<file path="config.mk">
export PLATFORM = sky130hd
export DESIGN_NAME = aavr_cordic
export DESIGN_NICKNAME = d
export VERILOG_FILES = /design/src/rtl/aavr_pkg.sv /design/src/rtl/aavr_cordic.sv
export SDC_FILE = /design/constraint.sdc
export NUM_CORES = 2
export LEC_CHECK = 0
export BUFFER_PORTS_ARGS = -buffer_cell sky130_fd_sc_hd__buf_2
export CAP_MARGIN = 30
export CORE_ASPECT_RATIO = 0.5
export CORE_MARGIN = 4
export CORE_UTILIZATION = 40
export DETAILED_ROUTE_END_ITERATION = 16
export PLACE_DENSITY_LB_ADDON = 0.2
export SYNTH_ARGS = -nofsm -noshare
export SYNTH_HDL_FRONTEND = slang
export SYNTH_SLANG_ARGS = --single-unit
</file>
<file path="constraint.sdc">
create_clock -name clk -period 8.3 [get_ports clk]
set_clock_uncertainty 0.2 [all_clocks]
set_input_delay 0.83 -clock clk [delete_from_list [all_inputs] [get_ports clk]]
set_output_delay 0.83 -clock clk [all_outputs]
set_load 0.01 [all_outputs]
</file>
<file path="src/rtl/aavr_pkg.sv">
// Package for the axis-angle vector rotator: fixed-point constants and helpers.
// Used by aavr_cordic and axis_angle_vector_rotate; depends on nothing.
package aavr_pkg;

    localparam int CORDIC_STAGES_DEF = 16;
    localparam int FRACTION_BITS_DEF = 16;
    localparam int ATAN_ENTRIES      = 24;
    localparam int Q30               = 30;

    localparam longint PI_Q30      = 64'sd3373259426;
    localparam longint HALF_PI_Q30 = 64'sd1686629713;

    // Arctangent of 2^-i at 30 fraction bits
    function automatic longint atan_q30(input int i);
        longint t;
        case (i)
            0:  t = 843314857;
            1:  t = 497837829;
            2:  t = 263043837;
            3:  t = 133525159;
            4:  t = 67021687;
            5:  t = 33543516;
            6:  t = 16775851;
            7:  t = 8388437;
            8:  t = 4194283;
            9:  t = 2097149;
            default: t = longint'(1) <<< (Q30 - i);
        endcase
        return t;
    endfunction

    // Round a Q30 constant half up to f fraction bits (elaboration only)
    function automatic longint q30_to_f(input longint v, input int f);
        return (v + (longint'(1) <<< (Q30 - f - 1))) >>> (Q30 - f);
    endfunction

    // Integer square root (elaboration only)
    function automatic longint unsigned isqrt64(input longint unsigned n_in);
        longint unsigned n;
        longint unsigned r;
        longint unsigned b;
        n = n_in;
        r = 0;
        b = 64'd1 << 62;
        while (b > n) b = b >> 2;
        while (b != 0)
        begin
            if (n >= r + b)
            begin
                n = n - (r + b);
                r = (r >> 1) + b;
            end
            else
            begin
                r = r >> 1;
            end
            b = b >> 2;
        end
        return r;
    endfunction

    // Unsigned quotient by shift and subtract (elaboration only)
    function automatic longint unsigned udiv64(input longint unsigned num,
                                               input longint unsigned den);
        longint unsigned q;
        longint unsigned rem;
        q   = 0;
        rem = 0;
        for (int i = 63; i >= 0; i--)
        begin
            rem = (rem << 1) | ((num >> i) & 64'd1);
            if (rem >= den)
            begin
                rem = rem - den;
                q   = q | (64'd1 << i);
            end
        end
        return q;
    endfunction

    // Reciprocal of the CORDIC gain at 30 fraction bits for a given stage count
    function automatic longint gain_q30(input int stages);
        longint unsigned p;
        longint unsigned s;
        p = 64'd1 << 40;
        for (int i = 0; i < stages && i < ATAN_ENTRIES; i++)
            p = p + (p >> (2 * i));
        s = isqrt64(p << 20);
        return longint'(udiv64((64'd1 << 60) + (s >> 1), s));
    endfunction

endpackage

</file>
<file path="src/rtl/aavr_cordic.sv">
// Pipelined CORDIC rotator, one stage per register, giving cos and sin.
// Depends on aavr_pkg. Carries a side payload of PW bits alongside.
module aavr_cordic #(
    parameter int STAGES = aavr_pkg::CORDIC_STAGES_DEF,
    parameter int FB     = aavr_pkg::FRACTION_BITS_DEF,
    parameter int PW     = 8
) (
    input  logic                 clk,
    input  logic                 rst_n,
    input  logic                 en,
    input  logic                 in_valid,
    input  logic signed [FB+2:0] angle,
    input  logic [PW-1:0]        pay_in,
    output logic                 out_valid,
    output logic signed [FB+2:0] cos_o,
    output logic signed [FB+2:0] sin_o,
    output logic [PW-1:0]        pay_out
);
    localparam int W = FB + 3;
    localparam longint PI_F   = aavr_pkg::q30_to_f(aavr_pkg::PI_Q30, FB);
    localparam longint HP_F   = aavr_pkg::q30_to_f(aavr_pkg::HALF_PI_Q30, FB);
    localparam longint GAIN_F = aavr_pkg::q30_to_f(aavr_pkg::gain_q30(STAGES), FB);

    logic signed [W-1:0] x_reg [0:STAGES];
    logic signed [W-1:0] y_reg [0:STAGES];
    logic signed [W:0]   z_reg [0:STAGES];
    logic                neg_reg [0:STAGES];
    logic                vld_reg [0:STAGES];
    logic [PW-1:0]       pay_reg [0:STAGES];

    logic signed [W:0]   z0_next;
    logic                neg0_next;

    // Fold the angle into minus pi/2 .. pi/2
    always_comb
    begin
        z0_next   = (W+1)'(angle);
        neg0_next = 1'b0;
        if (64'(signed'(angle)) > HP_F)
        begin
            z0_next   = (W+1)'(64'(signed'(angle)) - PI_F);
            neg0_next = 1'b1;
        end
        else if (64'(signed'(angle)) < -HP_F)
        begin
            z0_next   = (W+1)'(64'(signed'(angle)) + PI_F);
            neg0_next = 1'b1;
        end
    end

    // Load the first stage
    always_ff @(posedge clk or negedge rst_n)
    begin
        if (!rst_n)
            vld_reg[0] <= 1'b0;
        else if (en)
            vld_reg[0] <= in_valid;
    end

    always_ff @(posedge clk)
    begin
        if (en)
        begin
            x_reg[0]   <= W'(GAIN_F);
            y_reg[0]   <= '0;
            z_reg[0]   <= z0_next;
            neg_reg[0] <= neg0_next;
            pay_reg[0] <= pay_in;
        end
    end

    // Advance through the rotation stages
    for (genvar i = 0; i < STAGES; i++)
    begin : g_stage
        localparam longint AT = aavr_pkg::q30_to_f(aavr_pkg::atan_q30(i), FB);

        always_ff @(posedge clk or negedge rst_n)
        begin
            if (!rst_n)
                vld_reg[i+1] <= 1'b0;
            else if (en)
                vld_reg[i+1] <= vld_reg[i];
        end

        always_ff @(posedge clk)
        begin
            if (en)
            begin
                if (!z_reg[i][W])
                begin
                    x_reg[i+1] <= x_reg[i] - (y_reg[i] >>> i);
                    y_reg[i+1] <= y_reg[i] + (x_reg[i] >>> i);
                    z_reg[i+1] <= z_reg[i] - (W+1)'(AT);
                end
                else
                begin
                    x_reg[i+1] <= x_reg[i] + (y_reg[i] >>> i);
                    y_reg[i+1] <= y_reg[i] - (x_reg[i] >>> i);
                    z_reg[i+1] <= z_reg[i] + (W+1)'(AT);
                end
                neg_reg[i+1] <= neg_reg[i];
                pay_reg[i+1] <= pay_reg[i];
            end
        end
    end

    assign out_valid = vld_reg[STAGES];
    assign cos_o     = neg_reg[STAGES] ? -x_reg[STAGES] : x_reg[STAGES];
    assign sin_o     = neg_reg[STAGES] ? -y_reg[STAGES] : y_reg[STAGES];
    assign pay_out   = pay_reg[STAGES];

endmodule

</file>
Word-level counts from Yosys, hierarchy flattened --
Memories as Yosys holds them, arrays and structs flattened. Cells that the tools add are included.
Storage, ports and cells: bits in registers 17, RAM bits 1139, input bits 31, output and inout port bits 47, word-level logic and storage cells 323, memories 5
Cells by class: add/sub/neg operators 99, $lt $le $gt $ge 2, mux-type cells 152, bitwise operators 48
Memories:
- z_reg | words 17, width 20, rd ports 16, clocked after memory_dff 0, write ports 17, RTL line aavr_cordic.sv:26 | logic signed [W:0] z_reg [0:STAGES];
- x_reg | words 17, width 19, rd ports 17, clocked after memory_dff 0, write ports 17, RTL line aavr_cordic.sv:24 | logic signed [W-1:0] x_reg [0:STAGES];
- y_reg | words 17, width 19, rd ports 17, clocked after memory_dff 0, write ports 17, RTL line aavr_cordic.sv:25 | logic signed [W-1:0] y_reg [0:STAGES];
- pay_reg | words 17, width 8, rd ports 17, clocked after memory_dff 0, write ports 17, RTL line aavr_cordic.sv:29 | logic [PW-1:0] pay_reg [0:STAGES];
- neg_reg | words 17, width 1, rd ports 17, clocked after memory_dff 0, write ports 17, RTL line aavr_cordic.sv:27 | logic neg_reg [0:STAGES];
Operator list (number):
- $mux 19 | 34
- $mux 20 | 18
- $mux 1 | 100
- $or 1x1->1 | 48
- $add 20x12->20 const B | 2
- $sub 20x12->20 const B | 2
- $add 19x10->19 | 2
- $add 19x11->19 | 2
- $add 19x12->19 | 2
- $add 19x13->19 | 2
- $add 19x14->19 | 2
- $add 19x15->19 | 2
- $add 19x16->19 | 2
- $add 19x17->19 | 2
- $add 19x18->19 | 2
- $add 19x4->19 | 2
- $add 19x5->19 | 2
- $add 19x6->19 | 2
- $add 19x7->19 | 2
- $add 19x8->19 | 2
- $add 19x9->19 | 2
- $neg 19->19 | 2
- $sub 19x10->19 | 2
- $sub 19x11->19 | 2
- 47 further kinds | 61

Logic depth before layout (Yosys ltp) --
depth in word-level cells 4, gate-level depth with buffers 17, depth with buffers taken out 17

Worst setup path after synthesis --
No wires, ideal clock.
kind input to register, start point in en, end point mem y_reg[10][15] in the netlist's numbering, data pin, setup time 0.260 ns, data arrival time 4.418 ns, data required time 7.840 ns, setup slack 3.422 ns, cell stages on the path 15, buffers on the path 3, path through clkbuf_1 clkbuf_1 and2_1 clkbuf_1 clkinv_1 mux2i_1 ha_1 nor2b_1 o31a_1 o21a_1 a21bo_2 a2111oi_2 o311ai_0 a21oi_1 xnor2_1
RTL lines:
- from (decl) | RTL line aavr_cordic.sv:10 | input logic en,
- to (decl) | RTL line aavr_cordic.sv:25

==> results.json <==
{
  "synth_seq_cells": 1018,
  "register_area_sq_um": 30500,
  "netlist_instances": 6854,
  "portBuffers": 77,
  "synth.distinct_cells": 86,
  "grt_pass1_wl_mm": 254,
  "syn-cell-area_sq_um": 71600,
  "required_ps": 8560,
  "slew_violations": 0,
  "setup-tns-final_ps": 0,
  "cp.depth": 16,
  "grt_pass1_vias": 47800,
  "worst-path-max-fanout": 70,
  "yosys_warnings": 0,
  "start_kind": "input pin",
  "ys_seq_area_share_pct": 42.6,
  "synth.avg_cell_area_sq_um": 10.4,
  "n_fill_cell": 16900,
  "grtUsageTotal_pct": 16.5,
  "drc": 0,
  "period_share_pct": 60.2,
  "multiInputGateArea_sq_um": 39400,
  "routed-via-count": 49800,
  "critPathBufInv": 4,
  "io_pins": 78,
  "drt_iter0_drc": 2760,
  "synth_ff_type": "edfxtp_1",
  "ant_nets": 0,
  "grt_antenna_before_repair": 2,
  "crit_arrival_ps": 5260,
  "synth.area.top_cells": "edfxtp_1 42%, ha_1 14%, xnor2_1 7.5%",
  "wl_per_cell_um": 16.5,
  "r2r_cells": 14,
  "num_antenna_cells": 0,
  "start_util_pct": 40.4,
  "viasPerCell": 5.28,
  "postCtsResizedCells": 0,
  "fp.dieArea_sq_um": 186000,
  "tightest_slew_ps": 870,
  "clk-insertion-delay-late_ps": 710,
  "die_h_um": 307,
  "grt_start_max_net_pins": 138,
  "numCtsBuffers": 97,
  "slew_headroom_pct": 41.2,
  "synth_area_leader_cell": "edfxtp_1",
  "post_cts_buffers": 0,
  "fmax_ghz": 0.200,
  "worstSetupPathType": "input pin to flip-flop",
  "yosysMostFrequentCell": "edfxtp_1",
  "startpoint": "en",
  "cp-end-kind": "flip-flop",
  "cts_hold_buf": 1,
  "cpLargestDelayFamily": "buffers and inverters",
  "fp.dieW_um": 606,
  "clk_path_buf_depth": 3,
  "cts.sinks": 1018,
  "finalNetCount": 7837,
  "hold_violations": 0,
  "cts_tree": "built",
  "syn2layout_area_growth_pct": 9.37,
  "first_pass_iters": 7,
  "synth_top_area_share_pct": 42.0,
  "htree_levels": 3,
  "min_from": "pay_in[5]",
  "gp_congestion": 0.865,
  "slowest_delay_ps": 630,
  "coreArea_sq_um": 177000,
  "dp_hpwl_mm": 121,
  "num_rows": 109,
  "synth-edff-count": 1001,
  "synthArstFlopShare_pct": 1.67,
  "reg2reg_from": "z_reg[8][19]$_DFFE_PP_",
  "min_path_cells": 1,
  "setup_viol": 0,
  "slowest_stage": "nand2_1",
  "cap_violations": 0,
  "drive_gt1_share_pct": 5.28,
  "grt_overflow": 0,
  "cts_root_buf": "clkbuf_16",
  "min_period_ps": 5000,
  "path_cells": "buf_8 -> buf_4 -> nand2_1 -> clkinv_1 -> buf_4 -> nor2_1 -> xnor2_1 -> ha_1 -> a21o_1 -> a21oi_1 -> o211ai_1 -> nand2_1 -> o311ai_0 -> a31o_2 -> a21oi_1 -> xnor2_1",
  "rsz0062_at_grt": "false",
  "synthTopCellsByCount": "1001 x edfxtp_1, 801 x ha_1, 611 x xnor2_1, 582 x a21oi_1, 525 x nor2_1",
  "wirelength_mm": 156,
  "status": "finished, final reports clean",
  "hp-class": "input pin to flip-flop",
  "path_clk_slew_ps": 60
}
metal layers:
metal	share of wire, %	vias up	track usage [%]
met1	48	23400	22.2
met5	0	-	0
met2	47	600	28.3
li1	-	25600	-
met4	2.3	0	3.93
met3	2.9	204	2.06
stage by stage:
step / hold slack (ps) / cell area (sq um) / instances / setup slack (ps) / util [%]
after global routing: 60.5 / 78300 / 9431 / 2910 / 44.2
final: 110 / 78300 / 9431 / 3300 / 44.2
after detailed placement: 205 / 74800 / 9246 / 2570 / 42.2
after floorplan: 200 / 71600 / 6856 / 3420 / -
after CTS: 42.5 / 78200 / 9429 / 3330 / 44.1
after global placement: 200 / 74800 / 9246 / 2540 / 42.2
layout by cell type, fill, tap and decap left out, types with 74 or more instances in the layout:
cell type / n
xor2_1: 277
o21ai_0: 322
edfxtp_1: 1001
a211oi_1: 75
o21a_1: 80
nor2_1: 525
a21oi_1: 582
nand2_1: 427
nor2b_1: 89
or3_1: 76
nand2b_1: 80
buf_2: 76
o21bai_1: 74
nor3_1: 195
clkbuf_16: 98
inv_1: 324
xnor2_1: 611
ha_1: 801
a21o_1: 199
nand3_1: 144
final timing paths:
check	slack [ps]	to
min reg2reg	200	pay_reg[0][110]$_DFFE_PP_
max in group asynchronous	7250	vld_reg[10]$_DFFE_PN0P_
max reg2reg	3670	x_reg[9][18]$_DFFE_PP_
min in group asynchronous	370	vld_reg[1]$_DFFE_PN0P_
min	110	pay_reg[0][5]$_DFFE_PP_
max	3300	y_reg[6][18]$_DFFE_PP_
cell families (layout without fill, tap and decap cells):
kind of cell / count (synthesis) / after routing / synth area share [%]
mux: 71 / 71 / 1.05
flops: 1018 / 1018 / 42.6
buf+inv: 442 / 631 / 2.34
simple gates: 1833 / 1833 / 12.3
fa+ha+maj: 844 / 844 / 15.2
compound gates: 1755 / 1755 / 15.6
other cells: 2 / 4 / 0.0105
xor+xnor: 889 / 889 / 10.9
final cells by class:
type / count / share of cell area (%)
clock inverters: 64 / 1.10
multi-input cells: 5396 / 50.4
clock buffers: 118 / 3.23
inverters: 332 / 1.59
flip-flops and latches: 1018 / 38.9
repair buffers: 117 / 0.959
well taps: 2386 / 3.81
Power is left out: the tool's default activity adds up to more than one toggle a clock period on the data nets, which glitch-free logic cannot reach.
